## config.mk

```make
export PLATFORM = sky130hd
export DESIGN_NAME = motor_speed_telemetry_averager_flat
export DESIGN_NICKNAME = d
export VERILOG_FILES = /design/src/hw/rtl/msta_pkg.sv /design/src/hw/rtl/msta_intf.sv /design/src/hw/rtl/msta_front.sv /design/src/hw/rtl/msta_fifo.sv /design/src/hw/rtl/msta_back.sv /design/src/hw/rtl/motor_speed_telemetry_averager.sv /design/src/flat_wrapper.sv
export SDC_FILE = /design/constraint.sdc
export NUM_CORES = 2
export LEC_CHECK = 0
export ABC_AREA = 1
export BUFFER_PORTS_ARGS = -buffer_cell sky130_fd_sc_hd__buf_2
export CORE_MARGIN = 2
export CORE_UTILIZATION = 62
export CTS_BUF_LIST = sky130_fd_sc_hd__clkbuf_4 sky130_fd_sc_hd__clkbuf_8
export CTS_CLUSTER_DIAMETER = 100
export DETAILED_ROUTE_END_ITERATION = 6
export PLACE_DENSITY = 0.75
export SYNTH_ARGS = -nofsm -noshare
export SYNTH_HDL_FRONTEND = slang
export SYNTH_SLANG_ARGS = --single-unit
```

## constraint.sdc

```tcl
create_clock -name clk_i -period 16.85 [get_ports clk_i]
set_input_delay 1.685 -clock clk_i [delete_from_list [all_inputs] [get_ports clk_i]]
set_output_delay 1.685 -clock clk_i [all_outputs]
set_load 0.1 [all_outputs]
```

## src/hw/rtl/msta_pkg.sv

```systemverilog
`timescale 1ns / 1ps
// msta_pkg: shared types, constants and the hex digit decoder for the
// motor speed telemetry averager. No dependencies.
package msta_pkg;

  localparam int unsigned RPM_W       = 16;
  localparam int unsigned QUEUE_DEPTH = 2;

  // Marker "2A02" that precedes the speed word in a reply line
  localparam logic [7:0] MARKER [4] = '{8'h32, 8'h41, 8'h30, 8'h32};
  localparam logic [2:0] MARKER_LEN = 3'd4;

  localparam logic [7:0] NEWLINE    = 8'd10;
  localparam logic [3:0] LINE_LEN   = 4'd12;  // chars after marker that close a sample
  localparam logic [3:0] HEX_DIGITS = 4'd8;

  localparam logic [15:0] CUTOFF_RESET = 16'd10000;

  // rpm = floor(mag*6/10000). Any mag at or above this gives rpm > 65535,
  // which is above every cutoff value.
  localparam logic [31:0] RPM_BIG_MAG = 32'd109226667;
  // floor(x/10000) for x < 2^30 as (x * ceil(2^44/10000)) >> 44
  localparam logic [30:0] RPM_RECIP = 31'd1759218605;
  localparam int unsigned RPM_SHIFT = 44;

  typedef struct packed {
    logic        valid;
    logic [31:0] word;
  } sample_t;

  // {is_hex, value}
  function automatic logic [4:0] hex_decode(input logic [7:0] c);
    logic [4:0] r;
    r = 5'd0;
    if (c >= 8'h30 && c <= 8'h39) begin
      r = {1'b1, 4'(c - 8'h30)};
    end else if (c >= 8'h41 && c <= 8'h46) begin
      r = {1'b1, 4'(c - 8'h37)};
    end else if (c >= 8'h61 && c <= 8'h66) begin
      r = {1'b1, 4'(c - 8'h57)};
    end
    return r;
  endfunction

endpackage

```

## src/hw/rtl/msta_intf.sv

```systemverilog
`timescale 1ns / 1ps
// Valid/ready channel interfaces of the telemetry averager: characters in,
// averaged speed out, cutoff register writes. No dependencies.
interface msta_char_if;
  logic       valid;
  logic       ready;
  logic [7:0] rx_char;
  modport source (output valid, output rx_char, input ready);
  modport sink (input valid, input rx_char, output ready);
endinterface

interface msta_speed_if;
  logic               valid;
  logic               ready;
  logic signed [16:0] avg_speed;
  modport source (output valid, output avg_speed, input ready);
  modport sink (input valid, input avg_speed, output ready);
endinterface

interface msta_cfg_if;
  logic        valid;
  logic        ready;
  logic [15:0] speed_cutoff;
  modport source (output valid, output speed_cutoff, input ready);
  modport sink (input valid, input speed_cutoff, output ready);
endinterface

```

## src/hw/rtl/msta_front.sv

```systemverilog
`timescale 1ns / 1ps
// msta_front: line parser. Finds the marker, gathers the 8 hex digits and
// emits the raw 32-bit word at the 12th character. Depends on msta_pkg.
module msta_front (
  input  logic                  clk_i,
  input  logic                  rst_ni,
  input  logic                  accept_i,
  input  logic [7:0]            rx_char_i,
  output msta_pkg::sample_t     sample_o
);

  logic [2:0]  mp_q, mp_d;
  logic        found_q, found_d;
  logic [3:0]  cnt_q, cnt_d;
  logic [31:0] word_q, word_d;
  logic        bad_q, bad_d;
  logic        emit;

  always_comb begin
    logic [3:0] n;
    logic [2:0] pos;
    logic [2:0] nib;
    logic [2:0] mp_nx;
    logic [4:0] hx;
    mp_d    = mp_q;
    found_d = found_q;
    cnt_d   = cnt_q;
    word_d  = word_q;
    bad_d   = bad_q;
    emit    = 1'b0;
    n       = cnt_q + 4'd1;
    pos     = 3'(n - 4'd1);
    nib     = {pos[2:1], ~pos[0]};  // little-endian bytes, high nibble first
    hx      = msta_pkg::hex_decode(rx_char_i);
    mp_nx   = 3'd0;
    if (accept_i) begin
      if (found_q) begin
        if (cnt_q < msta_pkg::LINE_LEN) begin
          cnt_d = n;
          if (n <= msta_pkg::HEX_DIGITS) begin
            if (!hx[4]) begin
              bad_d = 1'b1;
            end else begin
              word_d = word_q | (32'(hx[3:0]) << {nib, 2'b00});
            end
          end
          if (n == msta_pkg::LINE_LEN && !bad_q) begin
            emit = 1'b1;
          end
        end
      end else begin
        if (rx_char_i == msta_pkg::MARKER[mp_q[1:0]]) begin
          mp_nx = mp_q + 3'd1;
        end else if (rx_char_i == msta_pkg::MARKER[0]) begin
          mp_nx = 3'd1;
        end else begin
          mp_nx = 3'd0;
        end
        if (mp_nx == msta_pkg::MARKER_LEN) begin
          mp_d    = 3'd0;
          found_d = 1'b1;
          cnt_d   = 4'd0;
          word_d  = 32'd0;
          bad_d   = 1'b0;
        end else begin
          mp_d = mp_nx;
        end
      end
      if (rx_char_i == msta_pkg::NEWLINE) begin
        mp_d    = 3'd0;
        found_d = 1'b0;
        cnt_d   = 4'd0;
        word_d  = 32'd0;
        bad_d   = 1'b0;
      end
    end
  end

  always_ff @(posedge clk_i or negedge rst_ni) begin
    if (!rst_ni) begin
      mp_q    <= 3'd0;
      found_q <= 1'b0;
      cnt_q   <= 4'd0;
      word_q  <= 32'd0;
      bad_q   <= 1'b0;
    end else begin
      mp_q    <= mp_d;
      found_q <= found_d;
      cnt_q   <= cnt_d;
      word_q  <= word_d;
      bad_q   <= bad_d;
    end
  end

  // word is complete by the 8th digit, so the held value is final here
  assign sample_o.valid = emit;
  assign sample_o.word  = word_q;

endmodule

```

## src/hw/rtl/msta_fifo.sv

```systemverilog
`timescale 1ns / 1ps
// msta_fifo: small register FIFO that decouples the parser from the
// arithmetic pipeline. No dependencies.
module msta_fifo #(
  parameter int unsigned DEPTH = 2,
  parameter int unsigned WIDTH = 32
) (
  input  logic             clk_i,
  input  logic             rst_ni,
  input  logic             push_i,
  input  logic [WIDTH-1:0] data_i,
  output logic             full_o,
  input  logic             pop_i,
  output logic             valid_o,
  output logic [WIDTH-1:0] data_o
);

  localparam int unsigned PTR_W = (DEPTH > 1) ? $clog2(DEPTH) : 1;
  localparam int unsigned CNT_W = $clog2(DEPTH + 1);

  logic [WIDTH-1:0] mem_q [DEPTH];
  logic [PTR_W-1:0] wr_q, rd_q;
  logic [CNT_W-1:0] cnt_q;
  logic             do_push, do_pop;

  assign full_o  = (cnt_q == CNT_W'(DEPTH));
  assign valid_o = (cnt_q != '0);
  assign data_o  = mem_q[rd_q];
  assign do_push = push_i && !full_o;
  assign do_pop  = pop_i && valid_o;

  always_ff @(posedge clk_i or negedge rst_ni) begin
    if (!rst_ni) begin
      wr_q  <= '0;
      rd_q  <= '0;
      cnt_q <= '0;
    end else begin
      if (do_push) begin
        wr_q <= (wr_q == PTR_W'(DEPTH - 1)) ? '0 : wr_q + PTR_W'(1);
      end
      if (do_pop) begin
        rd_q <= (rd_q == PTR_W'(DEPTH - 1)) ? '0 : rd_q + PTR_W'(1);
      end
      if (do_push && !do_pop) begin
        cnt_q <= cnt_q + CNT_W'(1);
      end else if (do_pop && !do_push) begin
        cnt_q <= cnt_q - CNT_W'(1);
      end
    end
  end

  always_ff @(posedge clk_i) begin
    if (do_push) begin
      mem_q[wr_q] <= data_i;
    end
  end

endmodule

```

## src/hw/rtl/msta_back.sv

```systemverilog
`timescale 1ns / 1ps
// msta_back: sign/magnitude, rpm scaling, cutoff, moving-average window and
// output register. Depends on msta_pkg and msta_speed_if.
module msta_back #(
  parameter int unsigned WINDOW = 10
) (
  input  logic               clk_i,
  input  logic               rst_ni,
  input  msta_pkg::sample_t  head_i,
  output logic               pop_o,
  input  logic [15:0]        cutoff_i,
  msta_speed_if.source       speed_o
);

  localparam int unsigned SUM_W   = $clog2(WINDOW * 65535 + 1);
  localparam int unsigned SHIFT   = SUM_W + $clog2(WINDOW);
  localparam int unsigned RECIP_W = SUM_W + 1;
  localparam logic [63:0] RECIP64 = ((64'd1 << SHIFT) + 64'(WINDOW) - 64'd1) / 64'(WINDOW);
  localparam logic [RECIP_W-1:0] RECIP = RECIP64[RECIP_W-1:0];
  localparam int unsigned PROD_W  = SUM_W + RECIP_W;
  localparam int unsigned RW      = msta_pkg::RPM_W;

  logic en;
  logic v1_q, v2_q, v3_q, v4_q, out_valid_q;
  logic neg1_q, neg2_q, neg3_q, neg4_q;
  logic big1_q, big2_q;
  logic [29:0] x1_q;
  logic [60:0] prod2_q;
  logic [PROD_W-1:0] prod4_q;
  logic [16:0] avg_q;
  logic [RW-1:0] hist_q [WINDOW];
  logic [SUM_W-1:0] sum_q;

  logic [31:0] mag;
  logic [29:0] x_d;
  logic [RW-1:0] rpm_raw, rpm;
  logic [RW-1:0] avg_mag;

  // whole pipeline advances together whenever the output slot can take data
  assign en    = !out_valid_q || speed_o.ready;
  assign pop_o = head_i.valid && en;

  // stage 1: magnitude and times six
  assign mag = head_i.word[31] ? (32'd0 - head_i.word) : head_i.word;
  assign x_d = {1'b0, mag[26:0], 2'b00} + {2'b00, mag[26:0], 1'b0};

  // stage 3: rpm and cutoff
  assign rpm_raw = prod2_q[msta_pkg::RPM_SHIFT +: RW];
  assign rpm     = (big2_q || rpm_raw > cutoff_i) ? '0 : rpm_raw;

  // stage 5: sum / WINDOW
  assign avg_mag = prod4_q[SHIFT +: RW];

  always_ff @(posedge clk_i or negedge rst_ni) begin
    if (!rst_ni) begin
      v1_q        <= 1'b0;
      v2_q        <= 1'b0;
      v3_q        <= 1'b0;
      v4_q        <= 1'b0;
      out_valid_q <= 1'b0;
      sum_q       <= '0;
      for (int i = 0; i < WINDOW; i++) begin
        hist_q[i] <= '0;
      end
    end else if (en) begin
      v1_q        <= head_i.valid;
      v2_q        <= v1_q;
      v3_q        <= v2_q;
      v4_q        <= v3_q;
      out_valid_q <= v4_q;
      if (v2_q) begin
        sum_q     <= sum_q - SUM_W'(hist_q[WINDOW-1]) + SUM_W'(rpm);
        hist_q[0] <= rpm;
        for (int i = 1; i < WINDOW; i++) begin
          hist_q[i] <= hist_q[i-1];
        end
      end
    end
  end

  always_ff @(posedge clk_i) begin
    if (en) begin
      neg1_q  <= head_i.word[31];
      big1_q  <= (mag >= msta_pkg::RPM_BIG_MAG);
      x1_q    <= x_d;
      neg2_q  <= neg1_q;
      big2_q  <= big1_q;
      prod2_q <= 61'(x1_q) * 61'(msta_pkg::RPM_RECIP);
      neg3_q  <= neg2_q;
      neg4_q  <= neg3_q;
      prod4_q <= PROD_W'(sum_q) * PROD_W'(RECIP);
      avg_q   <= neg4_q ? (17'd0 - {1'b0, avg_mag}) : {1'b0, avg_mag};
    end
  end

  assign speed_o.valid     = out_valid_q;
  assign speed_o.avg_speed = avg_q;

endmodule

```

## src/hw/rtl/motor_speed_telemetry_averager.sv

```systemverilog
`timescale 1ns / 1ps
// Top level of the motor speed telemetry averager.
// Depends on msta_pkg, msta_intf, msta_front, msta_fifo, msta_back.

// Feed the received reply text one character per transfer on char_i. In each
// newline-ended line the first "2A02" starts a sample: the next 8 hex digits
// (either case) form a 32-bit word sent low byte first, and at the 12th
// character after the marker the word is turned into a signed speed. A set
// top bit means negative, with magnitude 2^32 - word. The magnitude is scaled
// to rpm as floor(mag*6/10000); anything above speed_cutoff counts as
// standstill and enters the window as zero. The rpm goes into a WINDOW-deep
// moving window with a running sum and the result is floor(sum/WINDOW) with
// the sign of the current sample, delivered on speed_o. A non-hex digit drops
// the sample; a newline ends the line at any point. The block takes one
// character per cycle; char_i.ready drops only while the two-entry sample
// queue between parser and arithmetic is full, which happens only when
// speed_o is held off. Once its last character is taken, a sample's word
// goes through the queue, then the magnitude, rpm multiply, window update,
// average multiply and output register stages, all held while speed_o is
// stalled. Samples come at most once every 16 characters. cfg_i is always
// ready and sets speed_cutoff (reset 10000); write it only while no sample
// is in flight.
module motor_speed_telemetry_averager #(
  parameter int unsigned WINDOW = 10
) (
  input  logic        clk_i,
  input  logic        rst_ni,
  msta_char_if.sink   char_i,
  msta_cfg_if.sink    cfg_i,
  msta_speed_if.source speed_o
);

  logic              accept;
  logic              fifo_full;
  logic              pop;
  msta_pkg::sample_t sample;
  msta_pkg::sample_t head;
  logic [15:0]       cutoff_q;

  // cutoff register
  assign cfg_i.ready = 1'b1;
  always_ff @(posedge clk_i or negedge rst_ni) begin
    if (!rst_ni) begin
      cutoff_q <= msta_pkg::CUTOFF_RESET;
    end else if (cfg_i.valid) begin
      cutoff_q <= cfg_i.speed_cutoff;
    end
  end

  // a character is taken whenever a finished sample would have room
  assign char_i.ready = !fifo_full;
  assign accept       = char_i.valid && !fifo_full;

  msta_front u_front (
    .clk_i     (clk_i),
    .rst_ni    (rst_ni),
    .accept_i  (accept),
    .rx_char_i (char_i.rx_char),
    .sample_o  (sample)
  );

  msta_fifo #(
    .DEPTH (msta_pkg::QUEUE_DEPTH),
    .WIDTH (32)
  ) u_fifo (
    .clk_i   (clk_i),
    .rst_ni  (rst_ni),
    .push_i  (sample.valid),
    .data_i  (sample.word),
    .full_o  (fifo_full),
    .pop_i   (pop),
    .valid_o (head.valid),
    .data_o  (head.word)
  );

  msta_back #(
    .WINDOW (WINDOW)
  ) u_back (
    .clk_i    (clk_i),
    .rst_ni   (rst_ni),
    .head_i   (head),
    .pop_o    (pop),
    .cutoff_i (cutoff_q),
    .speed_o  (speed_o)
  );

endmodule

```

## src/flat_wrapper.sv

```systemverilog
// flat-port wrapper written by rule: the top's interface ports become plain ports
module motor_speed_telemetry_averager_flat 
#(
  parameter int unsigned WINDOW = 10
)
  (clk_i, rst_ni, char_i_valid, char_i_rx_char, char_i_ready, cfg_i_valid, cfg_i_speed_cutoff, cfg_i_ready, speed_o_valid, speed_o_avg_speed, speed_o_ready);
  msta_char_if char_i_i ();
  msta_cfg_if cfg_i_i ();
  msta_speed_if speed_o_i ();
  input  logic clk_i;
  input  logic rst_ni;
  input wire logic [$bits(char_i_i.valid)-1:0] char_i_valid;
  input wire logic [$bits(char_i_i.rx_char)-1:0] char_i_rx_char;
  output wire logic [$bits(char_i_i.ready)-1:0] char_i_ready;
  input wire logic [$bits(cfg_i_i.valid)-1:0] cfg_i_valid;
  input wire logic [$bits(cfg_i_i.speed_cutoff)-1:0] cfg_i_speed_cutoff;
  output wire logic [$bits(cfg_i_i.ready)-1:0] cfg_i_ready;
  output wire logic [$bits(speed_o_i.valid)-1:0] speed_o_valid;
  output wire logic [$bits(speed_o_i.avg_speed)-1:0] speed_o_avg_speed;
  input wire logic [$bits(speed_o_i.ready)-1:0] speed_o_ready;
  assign char_i_i.valid = char_i_valid;
  assign char_i_i.rx_char = char_i_rx_char;
  assign char_i_ready = char_i_i.ready;
  assign cfg_i_i.valid = cfg_i_valid;
  assign cfg_i_i.speed_cutoff = cfg_i_speed_cutoff;
  assign cfg_i_ready = cfg_i_i.ready;
  assign speed_o_valid = speed_o_i.valid;
  assign speed_o_avg_speed = speed_o_i.avg_speed;
  assign speed_o_i.ready = speed_o_ready;
  motor_speed_telemetry_averager #(.WINDOW(WINDOW)) u_core (.clk_i(clk_i), .rst_ni(rst_ni), .char_i(char_i_i), .cfg_i(cfg_i_i), .speed_o(speed_o_i));
endmodule
```

Word-level counts from Yosys, hierarchy flattened
Memories as Yosys holds them, arrays and structs flattened.
Index checks and enable logic that the tools add are counted.
Storage, ports and cells
  bits in registers: 398
  bits in writable memories: 64
  input port bits: 29
  output and inout bits: 20
  word-level logic and storage cells: 150
  memories kept: 1
Cells by class
  add/sub/neg operators: 15
  multiply operators: 2
  order comparisons: 11
  equal/unequal tests: 11
  shifts and indexed selects: 1
  muxes and demuxes: 45
  bitwise logic cells: 3
  reduce and logical (&&, ||, !) cells: 25
Memories
  u_core.u_fifo.mem_q: words 2, bits a word 32, read ports 1, clocked after memory_dff 0, write ports 1, RTL line msta_fifo.sv:21  | logic [WIDTH-1:0] mem_q [DEPTH];
Operator list (number)
  32-bit two-way mux: 7
  30-bit by 31-bit multiplier with 60-bit output (second input constant): 1
  20-bit by 20-bit multiplier with 39-bit output (second input constant): 1
  32-bit by 27-bit greater-or-equal comparator with 1-bit output (second input constant): 1
  16-bit two-way mux: 2
  32-bit OR: 1
  4-bit by 5-bit left shift with 32-bit output: 1
  1-bit by 32-bit subtractor with 32-bit output (first input constant): 1
  29-bit by 28-bit adder with 30-bit output: 1
  20-bit by 16-bit adder with 20-bit output: 1
  20-bit by 16-bit subtractor with 20-bit output: 1
  1-bit two-way mux: 18
  3-bit two-way mux: 6
  1-bit by 16-bit subtractor with 17-bit output (first input constant): 1
  8-bit binary-select mux with 2-bit select: 1
  8-bit by 7-bit greater-or-equal comparator with 1-bit output (second input constant): 2
  16-bit greater-than comparator: 1
  8-bit by 7-bit less-or-equal comparator with 1-bit output (second input constant): 2
  4-bit two-way mux: 4
  8-bit two-way mux: 2
  5-bit two-way mux: 3
  1-bit logical AND: 10
  5-bit AND reduction: 2
  3-bit by 1-bit inequality test with 1-bit output (second input constant): 3
  30 further kinds: 40

Logic depth before layout (Yosys ltp)
  depth after elaboration: 12
  depth in mapped cells: 28
  gate-level depth less buffers: 28

Cells and area by module
Synthesis repeated with hierarchy kept, for this count alone.
Second synthesis, totals
  cells, all modules: 5425
  area total of the unflattened synthesis: 46509.6 sq um
Modules (own cells, without submodules)
  msta_back: instances 1, cells each 4783, area an instance 40103.5 sq um, sequential area each 7151.9 sq um
  msta_fifo: instances 1, cells each 199, area an instance 2926.6 sq um, sequential area each 2021.9 sq um
  msta_front: instances 1, cells each 370, area an instance 2806.4 sq um, sequential area each 1026.0 sq um
  motor_speed_telemetry_averager: instances 1, cells each 73, area an instance 673.1 sq um, sequential area each 406.6 sq um

Worst setup path before layout
Ideal clock, no wire load.
  path kind: flip-flop to flip-flop
  from: register u_core.u_back.x1_q[13]
  to: register u_core.u_back.prod2_q[51] (data pin)
  setup time: 0.259 ns
  data arrival time: 5.858 ns
  data required time: 16.591 ns
  path slack: 10.733 ns
  cell stages (with the launch flop): 21
  buffers on the path: 0
  period minus slack after synthesis: 6.117 ns
  path through: edfxtp_1 > fa_1 > fa_1 > inv_1 > fa_1 > inv_1 > fa_1 > fa_1 > fa_1 > fa_1 > fa_1 > ha_1 > nand2_1 > inv_1 > a21oi_1 > inv_1 > a21oi_1 > o21ai_0 > a21boi_0 > nand2_1 > xor2_1
On the way
  cells in the longest elaborated chain, start to end: 1
RTL lines
  from (decl): RTL line msta_back.sv:27  | logic [29:0] x1_q;
  from (signal assigned): RTL line msta_back.sv:85  | x1_q <= x_d;
  30-bit by 31-bit multiplier with 60-bit output: RTL line msta_back.sv:88  | prod2_q <= 61'(x1_q) * 61'(msta_pkg::RPM_RECIP);
  to (signal assigned): RTL line msta_back.sv:88
  to (decl): RTL line msta_back.sv:28  | logic [60:0] prod2_q;
Every way passes these cells.
A chain may end at the register's enable or synchronous reset.

Worst setup path after layout
  from: register u_core.u_back.x1_q[24]
  to: register u_core.u_back.prod2_q[57] (data pin)
Same word-level chain as after synthesis.

==> results.json <==
{
  "crit_family": "adder cells",
  "ctsHoldBuffers": 0,
  "die_w_microns": 272,
  "routed_via_density": 5.42,
  "status": "complete, no violations",
  "seq_area_frac_synth_pct": 23.8,
  "insertion_delay_ns": 0.68,
  "finClkSkew_ns": 0.0364,
  "cts-resized-gates": 0,
  "ys_dominant_reg_cell": "dfrtp_1",
  "mostFrequentLayoutCell": "inv_1",
  "drt-initial-drc-count": 2485,
  "root_buffer": "clkbuf_8",
  "max_cap_viol_count": 0,
  "crit_slowest_cell": "ha_1",
  "rsz0062_at_grt": "false",
  "ys_ff_latch": 394,
  "fin_crit_sh_pct": 40.9,
  "drc": 0,
  "cts_tree": "yes",
  "crit_buf_inv": 2,
  "grt_max_degree": 114,
  "critical_path_arrival_ns": 7.33,
  "critical_path_required_ns": 17.28,
  "ios": 49,
  "crit_chain": "ha_1, inv_1, fa_1, fa_1, inv_1, fa_1, fa_1, fa_1, fa_1, fa_1, ha_1, a21oi_1, o21ai_0, a21oi_1, o21ai_0, a31oi_1, nand2_1, nand2_1, nand2_1",
  "syn_inst": 5033,
  "fin_nets": 6289,
  "areaGrowthSynthToFinish_pct": 5.85,
  "cpMostUsedCell": "fa_1",
  "postSynthAreaPerCell_sq_um": 8.87,
  "relSlewSlack_pct": 26.7,
  "die_h_microns": 272,
  "post-route-min-period_ns": 6.89,
  "place_congestion": 1.00,
  "path_class": "flip-flop to flip-flop",
  "drive_above_1_share_pct": 5.13,
  "numPortBuffers": 47,
  "setup_viol": 0,
  "ys_types": 61,
  "track_usage_pct": 33.6,
  "postRouteAntennaNets": 0,
  "drt-total-wl_microns": 119000,
  "worstPathMaxFanout": 6,
  "start_util_pct": 62.5,
  "hpwl_microns": 101000,
  "async_flop_share_pct": 62.4,
  "worst_slew_pin_slew_ns": 1.10,
  "setup_tns_ns": 0,
  "grt_first_pass_wirelength_microns": 190000,
  "h-tree-depth": 3,
  "netlist_area_sq_um": 44600,
  "firstDrtPassIters": 5,
  "hold_viol": 0,
  "clock_sinks": 394,
  "route.detailed.wl_per_inst_microns": 19.5,
  "core_area_sq_um": 71400,
  "dieArea_sq_um": 74100,
  "row_count": 98,
  "critPathLaunchType": "flip-flop",
  "finalMaxSlewViolations": 0,
  "cp-end-kind": "flip-flop",
  "hp-class": "flip-flop to flip-flop",
  "grt.overflow.total": 0,
  "syn-num-nets": 6231,
  "clock.fmax_mhz": 145,
  "path_clk_slew_ns": 0.06,
  "layout_common_cells": "inv_1, nand2_1, ha_1",
  "grt_pass1_vias": 34015,
  "grt_antenna_before_repair": 4,
  "vias": 33044,
  "ctsLongestPathBuffers": 3,
  "ys_warn_count": 0,
  "cts_setup_buffers": 0,
  "fillCellCount": 6063,
  "cp_slowest_stage_delay_ns": 0.61,
  "cts_buffers": 70,
  "synth_edf_count": 148
}
## stage by stage
stage	setup WS, ns	cell area [sq um]	utilization (%)	hold slack [ns]	cells
finish	9.96	47200	66.2	0.418	6094
global route	9.53	47200	66.2	0.421	6094
CTS	9.94	47200	66.2	0.418	6093
detailed placement	9.92	45800	64.2	0.405	5969
global placement	9.94	45800	64.2	0.400	5969
floorplan	10.73	44600	-	0.400	5033
## worst paths after layout
path                       slack, ns  depth (start not counted)                   start                        end
hold reg to reg                 0.42                          0    u_core.u_back.neg2_q       u_core.u_back.neg3_q
hold / removal                  0.42                          0    u_core.u_back.neg2_q       u_core.u_back.neg3_q
setup / recovery                9.96                         19  u_core.u_back.x1_q[24]  u_core.u_back.prod2_q[57]
min in group asynchronous       1.01                          1                  rst_ni   u_core.u_back.hist_q[15]
max in group asynchronous      14.27                          2                  rst_ni         u_core.u_fifo.rd_q
setup reg to reg                9.96                         19  u_core.u_back.x1_q[24]  u_core.u_back.prod2_q[57]
## sequential cells by signal, summed over array words and instances (netlist names), 2 cells and up
signal / cells
u_core.cutoff_q: 16
u_core.u_fifo.mem_q: 64
u_core.u_back.sum_q: 20
u_core.u_back.x1_q: 29
u_core.u_front.cnt_q: 4
u_core.u_back.prod2_q: 16
u_core.u_front.mp_q: 3
u_core.u_back.speed_o.avg_speed: 17
u_core.u_back.prod4_q: 16
u_core.u_front.word_q: 32
u_core.u_back.hist_q: 160
u_core.u_fifo.cnt_q: 2
## cell families after synthesis
group | share of synthesized area (%)
AO/OA/AOI/OAI | 7.09
XOR/XNOR | 2.19
adder cells (fa/ha/maj) | 42.0
buffers and inverters | 10.6
flip-flops | 23.8
multiplexers | 0.0477
other | 0.00840
AND/OR/NAND/NOR | 14.2
## metal layers
| layer | track usage [%] | wire, microns |
|---|---|---|
| met2 | 51.7 | 52300 |
| met1 | 47.8 | 53200 |
| met4 | 12.8 | 4850 |
| met3 | 6.19 | 8660 |
| met5 | 0 | 0 |
## layout make-up
cell class / count / area [sq um] / area share, %
multi-input cells: 3397 / 29300 / 62.0
flip-flops and latches: 394 / 10600 / 22.5
inverters: 1171 / 4410 / 9.33
clock buffers: 101 / 1250 / 2.64
well taps: 950 / 1190 / 2.52
repair buffers: 57 / 320 / 0.678
clock inverters: 23 / 183 / 0.387
diodes: 1 / 2.50 / 0.00530
## cells in the mapped netlist, types with 18 or more instances
library cell | number | share of area, %
dfrtp_1 | 241 | 14
xnor2_1 | 36 | 0.71
clkbuf_1 | 51 | 0.43
a21oi_1 | 192 | 2.2
inv_1 | 1161 | 9.8
nor2_1 | 267 | 2.2
nand4_1 | 34 | 0.48
nand2_1 | 1029 | 8.7
nand3_1 | 129 | 1.4
ha_1 | 618 | 17
nor3_1 | 41 | 0.46
xor2_1 | 68 | 1.3
o21ai_2 | 19 | 0.37
o21bai_1 | 18 | 0.30
fa_1 | 551 | 25
o21ai_0 | 241 | 2.7
edfxtp_1 | 148 | 10
Power is left out: the tool's default activity adds up to more than one toggle a clock period on the data nets, which glitch-free logic cannot reach.
